`config.mk`:
```
export PLATFORM = sky130hd
export DESIGN_NAME = q7mlp_cell
export DESIGN_NICKNAME = d
export VERILOG_FILES = /design/src/q7mlp_pkg.sv /design/src/q7mlp_cell.sv
export SDC_FILE = /design/constraint.sdc
export NUM_CORES = 1
export LEC_CHECK = 0
export BUFFER_PORTS_ARGS = -buffer_cell sky130_fd_sc_hd__buf_4
export CORE_MARGIN = 5
export CORE_UTILIZATION = 35
export CTS_CLUSTER_DIAMETER = 200
export CTS_CLUSTER_SIZE = 25
export DETAILED_ROUTE_END_ITERATION = 10
export PLACE_DENSITY = 0.53
export SYNTH_ARGS = -nofsm -noshare
export SYNTH_HDL_FRONTEND = slang
export SYNTH_SLANG_ARGS = --single-unit
export TNS_END_PERCENT = 5
```
`constraint.sdc`:
```
create_clock -name clk -period 10.2 [get_ports clk]
set_input_delay 0 -clock clk [delete_from_list [all_inputs] [get_ports clk]]
set_output_delay 0 -clock clk [all_outputs]
set_load 0.01 [all_outputs]
```
`src/q7mlp_pkg.sv`:
```
package q7mlp_pkg;

    // default width of the hidden layer
    localparam int HIDDEN_COUNT_DEF = 8;

    // hidden sums stay within 17 bits, the output sum within 19 bits
    localparam int HID_W = 17;
    localparam int ACC_W = 19;

    localparam int CFG_INDEX_W = 3;
    localparam int CFG_DATA_W  = 64;

    // register indexes
    localparam logic [CFG_INDEX_W-1:0] REG_HIDDEN_WEIGHTS_A = 3'd0;
    localparam logic [CFG_INDEX_W-1:0] REG_HIDDEN_WEIGHTS_B = 3'd1;
    localparam logic [CFG_INDEX_W-1:0] REG_HIDDEN_BIASES    = 3'd2;
    localparam logic [CFG_INDEX_W-1:0] REG_OUTPUT_WEIGHTS   = 3'd3;
    localparam logic [CFG_INDEX_W-1:0] REG_OUTPUT_BIAS      = 3'd4;

    localparam int PROB_W = 16;
    localparam logic [PROB_W-1:0] PROB_HALF = 16'd32768;

    // item moving down the chain of cells
    typedef struct packed {
        logic                    valid;
        logic signed [7:0]       a;
        logic signed [7:0]       b;
        logic signed [ACC_W-1:0] acc;
    } q7mlp_flow_t;

    // floor shift right by 7, then clamp to [-128, 127]
    function automatic logic signed [7:0] sat_shift7(input logic signed [ACC_W-1:0] x);
        logic signed [ACC_W-8:0] s;
        logic signed [7:0]       r;
        s = x[ACC_W-1:7];
        if (!s[ACC_W-8] && (|s[ACC_W-9:7]))
            r = 8'sh7f;
        else if (s[ACC_W-8] && !(&s[ACC_W-9:7]))
            r = 8'sh80;
        else
            r = s[7:0];
        return r;
    endfunction

    // restoring long division, only used while building constants
    function automatic logic [63:0] udiv64(input logic [63:0] num, input logic [63:0] den);
        logic [63:0] rem;
        logic [63:0] quo;
        rem = '0;
        quo = '0;
        for (int i = 63; i >= 0; i--)
        begin
            rem = {rem[62:0], num[i]};
            if (rem >= den)
            begin
                rem    = rem - den;
                quo[i] = 1'b1;
            end
        end
        return quo;
    endfunction

    // (a*b) >> 60 for a, b below 2^61, truncated
    function automatic logic [63:0] mul_q60(input logic [63:0] x, input logic [63:0] y);
        logic [63:0] xh;
        logic [63:0] xl;
        logic [63:0] yh;
        logic [63:0] yl;
        logic [63:0] r;
        xh = x >> 32;
        xl = {32'd0, x[31:0]};
        yh = y >> 32;
        yl = {32'd0, y[31:0]};
        r  = (xh * yh) << 4;
        r  = r + (((xh * yl) + (xl * yh)) >> 28);
        r  = r + ((xl * yl) >> 60);
        return r;
    endfunction

    // sigmoid(4*q/127) in unsigned q0.16, entry q+128, exact integer build
    function automatic logic [256*PROB_W-1:0] build_sig_table();
        logic [63:0] pw [0:128];
        logic [63:0] one_q60;
        logic [63:0] base;
        logic [63:0] term;
        logic [63:0] t;
        logic [63:0] d;
        logic [63:0] num;
        logic [63:0] v;
        logic [256*PROB_W-1:0] tbl;
        int          q;
        int          mag;
        one_q60 = 64'd1 << 60;
        base    = one_q60;
        term    = one_q60;
        tbl     = '0;
        // exp(-4/127) by alternating taylor series
        for (int k = 1; k < 24; k++)
        begin
            term = udiv64(term * 64'd4, 64'd127 * 64'(k));
            if (k % 2 == 1)
                base = base - term;
            else
                base = base + term;
        end
        pw[0] = one_q60;
        for (int i = 1; i <= 128; i++)
            pw[i] = mul_q60(pw[i-1], base);
        for (int i = 0; i < 256; i++)
        begin
            q   = i - 128;
            mag = (q < 0) ? -q : q;
            t   = pw[mag];
            d   = (one_q60 + t) >> 20;
            num = (q >= 0) ? (64'd1 << 56) : ((t >> 20) << 16);
            v   = udiv64(num + (d >> 1), d);
            if (v > 64'd65535)
                v = 64'd65535;
            tbl[i*PROB_W +: PROB_W] = v[PROB_W-1:0];
        end
        return tbl;
    endfunction

    localparam logic [256*PROB_W-1:0] SIG_TABLE = build_sig_table();

endpackage

```
`src/q7mlp_cell.sv`:
```
module q7mlp_cell (
    input  logic                   clk,
    input  logic                   rst_n,
    input  logic signed [7:0]      weight_a,
    input  logic signed [7:0]      weight_b,
    input  logic signed [7:0]      bias,
    input  logic signed [7:0]      weight_out,
    input  q7mlp_pkg::q7mlp_flow_t flow_in,
    output q7mlp_pkg::q7mlp_flow_t flow_out
);
    import q7mlp_pkg::*;

    logic signed [15:0]      prod_a;
    logic signed [15:0]      prod_b;
    logic signed [14:0]      bias_sh;
    logic signed [HID_W-1:0] hsum;
    logic signed [7:0]       hsat;
    logic [6:0]              hidden_next;

    logic                    mid_valid_reg;
    logic signed [7:0]       mid_a_reg;
    logic signed [7:0]       mid_b_reg;
    logic signed [ACC_W-1:0] mid_acc_reg;
    logic [6:0]              hidden_reg;

    logic signed [15:0]      prod_o;
    logic signed [ACC_W-1:0] acc_next;

    logic                    out_valid_reg;
    logic signed [7:0]       out_a_reg;
    logic signed [7:0]       out_b_reg;
    logic signed [ACC_W-1:0] out_acc_reg;

    // first half: hidden unit with relu
    always_comb
    begin
        prod_a      = 16'(flow_in.a) * 16'(weight_a);
        prod_b      = 16'(flow_in.b) * 16'(weight_b);
        bias_sh     = {bias, 7'd0};
        hsum        = HID_W'(prod_a) + HID_W'(prod_b) + HID_W'(bias_sh);
        hsat        = sat_shift7(ACC_W'(hsum));
        hidden_next = hsat[7] ? 7'd0 : hsat[6:0];
    end

    // second half: weighted hidden value into the running sum
    always_comb
    begin
        prod_o   = 16'($signed({1'b0, hidden_reg})) * 16'(weight_out);
        acc_next = mid_acc_reg + ACC_W'(prod_o);
    end

    always_ff @(posedge clk or negedge rst_n)
    begin
        if (!rst_n)
        begin
            mid_valid_reg <= 1'b0;
            out_valid_reg <= 1'b0;
        end
        else
        begin
            mid_valid_reg <= flow_in.valid;
            out_valid_reg <= mid_valid_reg;
        end
    end

    always_ff @(posedge clk)
    begin
        mid_a_reg   <= flow_in.a;
        mid_b_reg   <= flow_in.b;
        mid_acc_reg <= flow_in.acc;
        hidden_reg  <= hidden_next;
        out_a_reg   <= mid_a_reg;
        out_b_reg   <= mid_b_reg;
        out_acc_reg <= acc_next;
    end

    always_comb
    begin
        flow_out.valid = out_valid_reg;
        flow_out.a     = out_a_reg;
        flow_out.b     = out_b_reg;
        flow_out.acc   = out_acc_reg;
    end

endmodule

```
* Word level (Yosys, flattened, before mapping)
Index checks and enable logic that the tools add are counted.
** Cells by class
- $add $sub $neg :: 3
- Multipliers :: 3
- Divide/modulo/power cells :: 0
- Order comparisons :: 0
- Equal/unequal tests :: 0
- Shifts and indexed selects :: 0
- Muxes and demuxes :: 2
- Bitwise operators :: 0
- Reductions and logical operators :: 6
** Operators with widths (count)
- 8-bit by 8-bit multiplier with 16-bit output :: 3
- 19-bit by 16-bit adder with 19-bit output :: 1
- 16-bit by 16-bit adder with 17-bit output :: 1
- 17-bit by 15-bit adder with 17-bit output :: 1
- 8-bit two-way mux :: 2
- 3-bit AND reduction :: 1
- 3-bit OR reduction :: 1
- 1-bit logical AND :: 2
- 1-bit zero test :: 2
** Word-level totals
- Flip-flop bits (word level) :: 79
- Bits in latches :: 0
- Bits in writable memories :: 0
- ROM bits :: 0
- Input port bits :: 70
- Output and inout bits :: 36
- Logic and storage cells :: 23
- Memories :: 0

* Longest topological paths before layout
- Depth in word-level cells :: 8
- Mapped depth :: 22
- Depth with buffers taken out :: 22

* Least setup slack after synthesis
OpenSTA, ideal clock, no wires.
- Path type :: input -> register
- From :: input weight_b[0]
- To :: register hidden_reg[0]
- Library setup time :: 0.115 ns
- Arrival time :: 5.186 ns
- Data required time :: 10.085 ns
- Slack :: 4.899 ns
- Stages :: 20
- Path buffers :: 0
- Cells stage by stage :: and2_1 inv_1 fa_1 fa_1 inv_1 fa_1 fa_1 fa_1 inv_1 fa_1 inv_1 ha_1 inv_1 o21bai_1 a41o_1 a211o_2 a31oi_4 mux2i_1 a21oi_2 o21a_1
** Between the ends
- Cells in the longest elaborated chain, start to end :: 8
- Elaborated cells between the ends (all ways) :: 11
- Those cells by class :: 2 x add/sub; 1 x mul; 2 x mux; 6 x reduce/logical
** RTL lines
- start, declared :: RTL line q7mlp_cell.sv:5 : input logic signed [7:0] weight_b,
- 8-bit by 8-bit multiplier with 16-bit output (*) :: RTL line q7mlp_cell.sv:38 : prod_b = 16'(flow_in.b) * 16'(weight_b);
- 16-bit by 16-bit adder with 17-bit output (*) :: RTL line q7mlp_cell.sv:40 : hsum = HID_W'(prod_a) + HID_W'(prod_b) + HID_W'(bias_sh);
- 17-bit by 15-bit adder with 17-bit output (*) :: RTL line q7mlp_cell.sv:40
- 3-bit AND reduction :: RTL line q7mlp_pkg.sv:38 : else if (s[ACC_W-8] && !(&s[ACC_W-9:7]))
- 1-bit zero test :: RTL line q7mlp_pkg.sv:38
- 1-bit logical AND :: RTL line q7mlp_pkg.sv:38
- 8-bit two-way mux :: RTL line q7mlp_pkg.sv:38
- 8-bit two-way mux (*) :: RTL line q7mlp_pkg.sv:36 : if (!s[ACC_W-8] && (|s[ACC_W-9:7]))
- end signal, assigned :: RTL line q7mlp_cell.sv:71 : hidden_reg <= hidden_next;
- end, declared :: RTL line q7mlp_cell.sv:24 : logic [6:0] hidden_reg;
Mark *: on every way between the ends. The rest lies on a longest branch, timed or not.
A chain may end at the register's enable or synchronous reset.

* Worst setup path after layout
- From :: input flow_in[26] (netlist name)
- To :: register hidden_reg[3]
** Between the ends
- Cells in the longest elaborated chain, start to end :: 8
- Elaborated cells between the ends (all ways) :: 11
- Those cells by class :: 2 x add/sub; 1 x mul; 2 x mux; 6 x reduce/logical
** RTL lines
- start, declared :: RTL line q7mlp_cell.sv:8 : input q7mlp_pkg::q7mlp_flow_t flow_in,
- 8-bit by 8-bit multiplier with 16-bit output (*) :: RTL line q7mlp_cell.sv:38
- 16-bit by 16-bit adder with 17-bit output (*) :: RTL line q7mlp_cell.sv:40
- 17-bit by 15-bit adder with 17-bit output (*) :: RTL line q7mlp_cell.sv:40
- 3-bit AND reduction :: RTL line q7mlp_pkg.sv:38
- 1-bit zero test :: RTL line q7mlp_pkg.sv:38
- 1-bit logical AND :: RTL line q7mlp_pkg.sv:38
- 8-bit two-way mux :: RTL line q7mlp_pkg.sv:38
- 8-bit two-way mux (*) :: RTL line q7mlp_pkg.sv:36
Marked as above.

==> metrics.txt <==
# TYPE chip_impl_metric gauge
chip_impl_info{name="run_status",value="complete, no violations"} 1
chip_impl_metric{name="finalHoldWorstSlack",unit="ns"} 0.0527
chip_impl_metric{name="max_slew.worst_pin.slew",unit="ns"} 0.574
chip_impl_metric{name="cts_max_level",unit=""} 3
chip_impl_metric{name="syn_nets",unit=""} 1372
chip_impl_metric{name="ys_seq_elements",unit=""} 79
chip_impl_metric{name="drt-wirelength-per-cell",unit="µm"} 13.2
chip_impl_metric{name="final-hold-violation-count",unit=""} 0
chip_impl_metric{name="arrival_time_worst_endpoint",unit="ns"} 6.20
chip_impl_info{name="layout_common_cells",value="sky130_fd_sc_hd__inv_1 (280), sky130_fd_sc_hd__fa_1 (193), sky130_fd_sc_hd__ha_1 (124), sky130_fd_sc_hd__buf_4 (105), sky130_fd_sc_hd__and2_1 (101)"} 1
chip_impl_metric{name="clk_path_buf_depth",unit=""} 2
chip_impl_metric{name="clock_sink_count",unit=""} 79
chip_impl_metric{name="start_util",unit="%"} 35.6
chip_impl_metric{name="design.core.area",unit="mm²"} 0.0279
chip_impl_info{name="clock_tree_from_tritoncts",value="yes"} 1
chip_impl_metric{name="synthesis.area",unit="mm²"} 0.00991
chip_impl_metric{name="rr_worst_depth",unit=""} 19
chip_impl_metric{name="drc",unit=""} 0
chip_impl_metric{name="total_of_max_cap_violations",unit=""} 0
chip_impl_metric{name="tritoncts.num_buffers",unit=""} 9
chip_impl_metric{name="gp_congestion",unit=""} 0.823
chip_impl_info{name="worstHoldPathType",value="input port to register"} 1
chip_impl_metric{name="syn_area_per_cell",unit="µm²"} 10.1
chip_impl_info{name="min_delay_startpoint",value="weight_out[0]"} 1
chip_impl_metric{name="stdcell_area",unit="mm²"} 0.0118
chip_impl_metric{name="cts_setup_buffers",unit=""} 0
chip_impl_metric{name="detail_route.wirelength",unit="µm"} 20100
chip_impl_metric{name="ant_nets",unit=""} 0
chip_impl_metric{name="post_synth_num_cell_types",unit=""} 40
chip_impl_metric{name="yosysWarningCount",unit=""} 0
chip_impl_metric{name="drt_first_iter_violations",unit=""} 180
chip_impl_metric{name="dr_total_vias",unit=""} 6516
chip_impl_info{name="criticalPathCategory",value="input port to register"} 1
chip_impl_metric{name="setup_tns",unit="ns"} 0
chip_impl_info{name="layout_commonest_cell",value="sky130_fd_sc_hd__inv_1"} 1
chip_impl_info{name="cp-startpoint",value="flow_in[26]"} 1
chip_impl_metric{name="die-area",unit="mm²"} 0.0318
chip_impl_info{name="critical-path-slowest-cell",value="sky130_fd_sc_hd__dlygate4sd3_1"} 1
chip_impl_info{name="crit_chain",value="dlygate4sd3_1, buf_4, and2_1, inv_1, fa_1, fa_1, inv_1, fa_1, fa_1, fa_1, inv_1, fa_1, inv_1, ha_1, inv_1, o21bai_1, a41o_1, a211o_2, a31oi_4, mux2i_1, a21oi_2, o21a_1"} 1
chip_impl_info{name="crit-reg2reg-launch",value="hidden_reg[4]"} 1
chip_impl_metric{name="timing.critical_path.required",unit="ns"} 10.44
chip_impl_metric{name="min_period",unit="ns"} 5.96
chip_impl_metric{name="fillCellCount",unit=""} 2750
chip_impl_info{name="cp_common_cell",value="sky130_fd_sc_hd__fa_1"} 1
chip_impl_metric{name="post_synth_inst_count",unit=""} 985
chip_impl_metric{name="ff_latch_area",unit="mm²"} 0.00159
chip_impl_metric{name="grt-ovfl-total",unit=""} 0
chip_impl_metric{name="die_y",unit="µm"} 178
chip_impl_metric{name="cts.clk_slew.worst_paths",unit="ns"} 0.07
chip_impl_metric{name="wire_length_of_the_first_global_routing_pass",unit="µm"} 34900
chip_impl_metric{name="num_rows",unit=""} 61
chip_impl_metric{name="ys_seq_area_share",unit="%"} 16.1
chip_impl_metric{name="flop2flop_setup_slack",unit="ns"} 5.09
chip_impl_metric{name="die_x",unit="µm"} 178
chip_impl_info{name="endpoint",value="hidden_reg[3]"} 1
chip_impl_info{name="clock-root-buffer",value="sky130_fd_sc_hd__clkbuf_16"} 1
chip_impl_metric{name="timing.max_slew.rel_slack",unit="%"} 61.4
chip_impl_metric{name="number_of_global_route_vias_before_repair",unit=""} 7194
chip_impl_info{name="worst_setup_path_end_kind",value="register"} 1
chip_impl_metric{name="grt_max_degree",unit=""} 14
chip_impl_metric{name="insertion_delay",unit="ns"} 0.36
chip_impl_metric{name="maxSlewViolCount",unit=""} 0
chip_impl_info{name="rsz0062_at_grt",value="no"} 1
chip_impl_metric{name="top_level_ports",unit=""} 106
chip_impl_metric{name="route.detailed.vias_per_inst",unit=""} 4.29
chip_impl_metric{name="synth_top_area_share",unit="%"} 39.0
chip_impl_metric{name="upper_clock_frequency_limit",unit="MHz"} 168
chip_impl_metric{name="firstDrtPassIters",unit=""} 6
chip_impl_metric{name="critical_path_peak_fanout",unit=""} 9
chip_impl_metric{name="critical_path.max_stage_delay",unit="ns"} 0.55
chip_impl_metric{name="layout.nets",unit=""} 1525
chip_impl_metric{name="finalSetupViolations",unit=""} 0
chip_impl_metric{name="diodes",unit=""} 0
chip_impl_metric{name="buffer_ports.inserted",unit=""} 105
chip_impl_metric{name="drive_above_1_share",unit="%"} 11.0
chip_impl_metric{name="cts_hold_repair.buffers",unit=""} 38
chip_impl_metric{name="place_area",unit="mm²"} 0.0112
chip_impl_metric{name="post-route-period-util",unit="%"} 58.4
chip_impl_info{name="critical_path.startpoint_type",value="input port"} 1
chip_impl_metric{name="ctsResizeCount",unit=""} 0
chip_impl_metric{name="finalClockSkew",unit="ns"} 0.0119
chip_impl_metric{name="area.growth.synth_to_final",unit="%"} 19.4
chip_impl_metric{name="grt_resource_usage_total",unit="%"} 13.8
chip_impl_info{name="synthTopCellsByArea",value="sky130_fd_sc_hd__fa_1 (39%), sky130_fd_sc_hd__ha_1 (16%), sky130_fd_sc_hd__dfxtp_1 (16%)"} 1
chip_impl_metric{name="dp_wirelength",unit="µm"} 17500
chip_impl_metric{name="multi_input_area",unit="mm²"} 0.00725
chip_impl_metric{name="antenna_found_initial",unit=""} 0
chip_impl_info{name="timing.rr.end",value="out_acc_reg[18]"} 1
chip_impl_info{name="synth_largest_area_cell",value="sky130_fd_sc_hd__fa_1"} 1
[metrics by stage]
step | cells | worst slack (ns) | util, %
after floorplan | 985 | 4.90 | -
after global placement | 1467 | 4.52 | 40.1
after detailed placement | 1467 | 4.42 | 40.1
after CTS | 1520 | 4.21 | 42.5
after global routing | 1520 | 3.91 | 42.5
final | 1520 | 4.24 | 42.5
[cell usage after synthesis, drive strengths merged]
cell type and instances:
inv 280, fa 193, ha 124, and2 101
dfxtp 77, nand2 70, xnor2 31, nor2 18
a21oi 15, nand2b 9, o21a 7, xor2 6
a211oi 5, a21o 5, nand3 4, nor3 4
o21ai 4, and3 3, nand4 3, o21bai 3
or3 3, a211o 2, a31o 2, dfrtp 2
nor2b 2, or2 2, a221oi 1, a31oi 1
a41o 1, buf 1, clkinv 1, mux2i 1
nand3b 1, o31ai 1, o41ai 1, or3b 1
[how the worst min path moves through the flow]
stage / to / cells past startpoint / slack [ns]
2_1_floorplan: mid_valid_reg / 0 / -0.30
3_3_place_gp: out_valid_reg / 1 / -0.22
3_5_place_dp: out_valid_reg / 1 / -0.22
4_1_cts: out_acc_reg[0] / 3 / 0.06
5_1_grt: out_acc_reg[0] / 3 / 0.07
6_report: out_acc_reg[0] / 3 / 0.05
[critical path: cells and delay by family]
family                     cells  cell delay (ns)
AOI/OAI and AO/OA              6             1.20
adders and majority gates      7             3.22
buffers and inverters          7             1.06
muxes                          1             0.25
and+or+nand+nor                1             0.46
[kinds of logic (layout without fill, tap and decap cells)]
kind of cell    Yosys count  count (layout)  synth area share, %
xor+xnor                 37              37                 3.27
flops                    79              79                 16.1
compound gates           48              48                 3.45
simple gates            221             221                 11.7
mux                       1               1                0.101
buf+inv                 282             439                 10.7
fa+ha+maj               317             317                 54.7
[layout make-up]
class                           instances  area share (%)
Sequential cell                        79            13.5
Tap cell                              378            4.00
Inverter                              281            8.92
Multi-Input combinational cell        624            61.3
Clock buffer                           11            1.97
Clock inverter                          4           0.465
Timing Repair Buffer                  143            9.88
[layer usage]
layer / global-route usage (%) / part of all wire (%) / wire length, µm / vias to the layer above
li1: - / - / - / 3207
met1: 18.5 / 47 / 9350 / 3178
met2: 23.7 / 48 / 9630 / 112
met3: 2.03 / 4.0 / 813 / 19
met4: 3.61 / 1.6 / 313 / 0
met5: 0 / 0 / 0 / -
Power is left out: the tool's default activity adds up to more than one toggle a clock period on the data nets, which glitch-free logic cannot reach.
